--- src/prw_pkg.sv ---
`timescale 1ns / 1ps
package prw_pkg;
  localparam int unsigned CountWidth = 11;
  localparam int unsigned WeightWidth = 32;
  localparam int unsigned PoseWidth = 32;
  localparam int unsigned RandWidth = 32;
  localparam int unsigned BetaWidth = 34;
  localparam int unsigned PickWidth = 10;

  typedef enum logic [1:0] {
    OP_LOAD  = 2'd0,
    OP_START = 2'd1,
    OP_DRAW  = 2'd2,
    OP_NONE  = 2'd3
  } opcode_t;

  typedef enum logic [2:0] {
    ST_IDLE,
    ST_MUL,
    ST_ADD,
    ST_READ,
    ST_WAIT,
    ST_CMP,
    ST_EMIT
  } back_state_t;

  typedef struct packed {
    opcode_t                opcode;
    logic [WeightWidth-1:0] weight;
    logic [PoseWidth-1:0]   pos_x;
    logic [PoseWidth-1:0]   pos_y;
    logic [PoseWidth-1:0]   heading;
    logic [RandWidth-1:0]   rnd;
  } cmd_t;
endpackage

--- src/prw_if.sv ---
`timescale 1ns / 1ps
interface prw_in_if;
  import prw_pkg::*;
  logic                   valid;
  logic                   ready;
  logic [1:0]             opcode;
  logic [WeightWidth-1:0] weight_in;
  logic signed [PoseWidth-1:0] pos_x_in;
  logic signed [PoseWidth-1:0] pos_y_in;
  logic signed [PoseWidth-1:0] heading_in;
  logic [RandWidth-1:0]   random_fraction;
  modport source (output valid, opcode, weight_in, pos_x_in, pos_y_in, heading_in,
                  random_fraction, input ready);
  modport sink (input valid, opcode, weight_in, pos_x_in, pos_y_in, heading_in,
                random_fraction, output ready);
endinterface


--- src/prw_front.sv ---
`timescale 1ns / 1ps
module prw_front (
  input  logic          clk,
  input  logic          rst,
  prw_in_if.sink        in_ch,
  output prw_pkg::cmd_t q_data,
  output logic          q_valid,
  input  logic          q_ready
);
  import prw_pkg::*;

  // Two-entry queue; opcode 3 is dropped at the door.
  cmd_t       mem [2];
  logic       wr_ptr;
  logic       rd_ptr;
  logic [1:0] fill;
  logic       push;
  logic       pop;
  cmd_t       incoming;

  assign in_ch.ready = (fill != 2'd2);
  assign incoming = '{opcode: opcode_t'(in_ch.opcode), weight: in_ch.weight_in,
                      pos_x: in_ch.pos_x_in, pos_y: in_ch.pos_y_in,
                      heading: in_ch.heading_in, rnd: in_ch.random_fraction};
  assign push = in_ch.valid && in_ch.ready && (in_ch.opcode != OP_NONE);
  assign pop = q_valid && q_ready;
  assign q_valid = (fill != 2'd0);
  assign q_data = mem[rd_ptr];

  always_ff @(posedge clk) begin
    if (push) begin
      mem[wr_ptr] <= incoming;
    end
  end

  always_ff @(posedge clk) begin
    if (rst) begin
      wr_ptr <= 1'b0;
      rd_ptr <= 1'b0;
      fill <= 2'd0;
    end else begin
      if (push) wr_ptr <= ~wr_ptr;
      if (pop) rd_ptr <= ~rd_ptr;
      fill <= fill + {1'b0, push} - {1'b0, pop};
    end
  end

`ifndef SYNTHESIS
  a_fill_range: assert property (@(posedge clk) disable iff (rst) fill != 2'd3)
    else $error("queue fill out of range");
  a_no_pop_empty: assert property (@(posedge clk) disable iff (rst)
    fill == 2'd0 |-> !pop) else $error("pop from empty queue");
  a_fill_step: assert property (@(posedge clk) disable iff (rst)
    push && !pop |=> fill == $past(fill) + 2'd1) else $error("fill did not advance");
`endif
endmodule

--- src/flat_wrapper.sv ---
// flat-port wrapper written by rule: the top's interface ports become plain ports
module prw_front_flat import prw_pkg::*;
  (clk, rst, q_data, q_valid, q_ready, in_ch_valid, in_ch_opcode, in_ch_weight_in, in_ch_pos_x_in, in_ch_pos_y_in, in_ch_heading_in, in_ch_random_fraction, in_ch_ready);
  prw_in_if in_ch_i ();
  input  logic clk;
  input  logic rst;
  output prw_pkg::cmd_t q_data;
  output logic q_valid;
  input  logic q_ready;
  input wire logic [$bits(in_ch_i.valid)-1:0] in_ch_valid;
  input wire logic [$bits(in_ch_i.opcode)-1:0] in_ch_opcode;
  input wire logic [$bits(in_ch_i.weight_in)-1:0] in_ch_weight_in;
  input wire logic [$bits(in_ch_i.pos_x_in)-1:0] in_ch_pos_x_in;
  input wire logic [$bits(in_ch_i.pos_y_in)-1:0] in_ch_pos_y_in;
  input wire logic [$bits(in_ch_i.heading_in)-1:0] in_ch_heading_in;
  input wire logic [$bits(in_ch_i.random_fraction)-1:0] in_ch_random_fraction;
  output wire logic [$bits(in_ch_i.ready)-1:0] in_ch_ready;
  assign in_ch_i.valid = in_ch_valid;
  assign in_ch_i.opcode = in_ch_opcode;
  assign in_ch_i.weight_in = in_ch_weight_in;
  assign in_ch_i.pos_x_in = in_ch_pos_x_in;
  assign in_ch_i.pos_y_in = in_ch_pos_y_in;
  assign in_ch_i.heading_in = in_ch_heading_in;
  assign in_ch_i.random_fraction = in_ch_random_fraction;
  assign in_ch_ready = in_ch_i.ready;
  prw_front u_core (.clk(clk), .rst(rst), .in_ch(in_ch_i), .q_data(q_data), .q_valid(q_valid), .q_ready(q_ready));
endmodule
--- config.mk ---
export PLATFORM = sky130hd
export DESIGN_NAME = prw_front_flat
export DESIGN_NICKNAME = d
export VERILOG_FILES = /design/src/prw_pkg.sv /design/src/prw_if.sv /design/src/prw_front.sv /design/src/flat_wrapper.sv
export SDC_FILE = /design/constraint.sdc
export NUM_CORES = 1
export LEC_CHECK = 0
export BUFFER_PORTS_ARGS = -buffer_cell sky130_fd_sc_hd__buf_2
export CAP_MARGIN = 40
export CORE_ASPECT_RATIO = 1.75
export CORE_MARGIN = 1
export CORE_UTILIZATION = 52
export CTS_BUF_LIST = sky130_fd_sc_hd__clkbuf_8 sky130_fd_sc_hd__clkbuf_16
export DETAILED_ROUTE_END_ITERATION = 10
export PLACE_DENSITY = 0.79
export SETUP_SLACK_MARGIN = 0.1
export SLEW_MARGIN = 25
export SYNTH_ARGS = -nofsm -noshare
export SYNTH_HDL_FRONTEND = slang
export SYNTH_SLANG_ARGS = --single-unit
export TNS_END_PERCENT = 20
--- constraint.sdc ---
create_clock -name clk -period 16 [get_ports clk]
set_input_delay 0.8 -clock clk [delete_from_list [all_inputs] [get_ports clk]]
set_output_delay 0.8 -clock clk [all_outputs]
set_load 0.02 [all_outputs]
==> results.cfg <==
[outcome]
status = finished clean

[yosys]
yosys_warnings = 0
postSynthCellCount = 532
synth_area_um2 = 12300
synth_top_family_by_area = multiplexers
synth_fp_nets = 699
ys_ff_latch = 329
synth_top_area_share_pct = 79.4
ys_top_cells_by_area = edfxtp_1 (79%), mux2_4 (9.8%), mux2_2 (7.5%)
syn_avg_cell_area_um2 = 23.0
ys_seq_area_share_pct = 80.2
synthAdderAreaFrac_pct = 0.102
synth-compound-area-share_pct = 0.480
synth-simple-area-share_pct = 0.429
synth_area_leader_cell = edfxtp_1
synthMuxAreaShare_pct = 17.3
synth_xor_area_share_pct = 0.143
ys_types = 26

[final_layout]
nFillCells = 1573
drive_above_1_share_pct = 60.5
area_growth_syn_to_layout_pct = 24.8
final_util_pct = 65.8
nNetsFinal = 1051
final_area_um2 = 15300

[placed_design]
dpl.hpwl_um = 17200
io_buffers = 329
dpl_worst_slack_ps = 12180
placed_area_um2 = 14300
globalplace.congestion = 0.807

[timing]
fin_tns_setup_ps = 0
slew_headroom_pct = 50.7
rsz0062_at_grt = no
fin_crit_ps = 4120
min_period_over_period_pct = 25.7
slew_viol_final = 0
worstMarginPinSlew_ps = 740
setup_slack_ps = 11880
max_freq_mhz = 243
final-setup-viol-count = 0
finalClockSkew_ps = 9.13
hold_viol_final = 0

[detailed_routing]
drc = 0
postRouteAntennaNets = 0
num_vias = 6195
drt_wl_total_um = 24100
wl_per_cell_um = 19.7
via_per_inst = 5.08
first_pass_iters = 4
drtIter0Drc = 313

[job]
maxCapViolCount = 0

[clock_tree]
cts_made_buffers = 28
clk_pin_slew_ps = 70
htreeDepth = 1
clock_path_buffers = 3
hold_buffers = 0
cts_tree = built
cts_setup_buffers = 0
clkLatencyLatePin_ps = 530
cts_root_buf = clkbuf_16
cts_resized = 0
cts.sinks = 329

[global_routing]
grt_pass1_wl_um = 34400
antenna_found_initial = 14
globalRouteTotalUtil_pct = 19.1
grt_max_degree = 57
grt_pass1_vias = 6520
overflow = 0

[power]
p_leak_nw = 5.84
peakVddDrop_mv = 0.116
powerDensity_nw_per_um2 = 159

[worst_setup_path]
cp-start-kind = register
crit_required_ps = 15200
critPathArrivalTime_ps = 3320
endpoint_kind = output pin
criticalPathCategory = register to output pin
crit_path_max_fanout = 55

[floorplanning]
die_x_um = 118
die_h_um = 205
dieArea_um2 = 24200
core_um2 = 23200
pin_count = 330
rows = 74
start_util_pct = 52.8

[worst_hold_path]
worstHoldPathType = primary input to register
==> Yosys cell counts, drive strengths merged <==
master / instances
a21bo: 1
a21boi: 2
a21oi: 1
a31oi: 1
and3: 1
buf: 18
dfxtp: 5
edfxtp: 324
ha: 1
inv: 3
mux2: 162
nand3: 1
nand4: 1
nor2: 2
nor2b: 1
nor3: 1
nor3b: 1
o21a: 1
o21ai: 1
o21ba: 1
or2: 1
xnor2: 1
xor2: 1
==> through the flow <==
step	std cells	hold WS, ps	power (W)
6_report	1219	450	0.00243
5_1_grt	1217	429	0.00251
4_1_cts	1209	426	0.00244
3_5_place_dp	1157	504	0.00175
3_3_place_gp	1154	499	0.00173
2_1_floorplan	532	481	0.00159
==> final cells by class <==
cell class	instances	area, um^2	share of cell area [%]
timing repair buffer	340	1810	11.8
multi-input combinational	182	2280	14.9
sequential	329	9830	64.3
inverter	3	11.3	0.0736
antenna	9	22.5	0.147
tap	304	380	2.49
clock buffer	29	726	4.74
clock inverter	23	239	1.56
==> kinds of logic after synthesis <==
group                      Yosys count
AOI/OAI and AO/OA                    8
xor gates and xnor gates             2
adders and majority gates            1
buffers and inverters               21
DFF                                329
muxes                              162
and+or+nand+nor                      9
==> per-layer routing <==
metal  up-vias  global-route usage [%]  routed length [um]  part of all wire (%)
li1       2839                       -                   -                     -
met1      3007                    17.8                7640                    32
met2       253                    36.2               13500                    56
met3        86                    5.29                1550                   6.4
met4        10                    12.0                1280                   5.3
met5         -                       0                  66                  0.27
==> where the power goes <==
| part | switching (W) | internal [W] |
|---|---|---|
| Sequential | 0.0000417 | 0.00105 |
| Clock | 0.000285 | 0.000409 |
| Combinational | 0.000358 | 0.000283 |
| Total | 0.000685 | 0.00174 |
==> sequential cells by signal (all words and copies together) (netlist names), named ones only <==
register,flops
u_core.fill,2
u_core.rd_ptr,1
u_core.mem,324
u_core.wr_ptr,1
==> path summary, 6_finish.rpt <==
kind | slack (ps) | depth (start not counted) | endpoint | startpoint
setup / recovery | 11880 | 6 | q_data[64] | register
hold / removal | 450 | 1 | u_core.mem[0][17] | in_ch_random_fraction[17]
setup reg to reg | 12920 | 6 | u_core.mem[1][39] | u_core.fill[1]
hold reg to reg | 510 | 2 | u_core.rd_ptr | u_core.rd_ptr
==> critical path: stages (launching register included) <==
cell and delay, ps:
dfxtp_4 820, buf_4 350, buf_16 290, buf_4 360, buf_16 290, mux2_2 380, buf_2 160
==> cells in the final DEF (no fill, tap or decap), drive strengths merged, types with 2 or more instances in the layout <==
cell / count
a21boi: 2
buf: 340
bufinv: 5
clkbuf: 29
clkinv: 12
dfxtp: 5
diode: 9
edfxtp: 324
inv: 8
mux2: 162
nor2: 2
No activity file was read; power rests on OpenSTA's default activity.
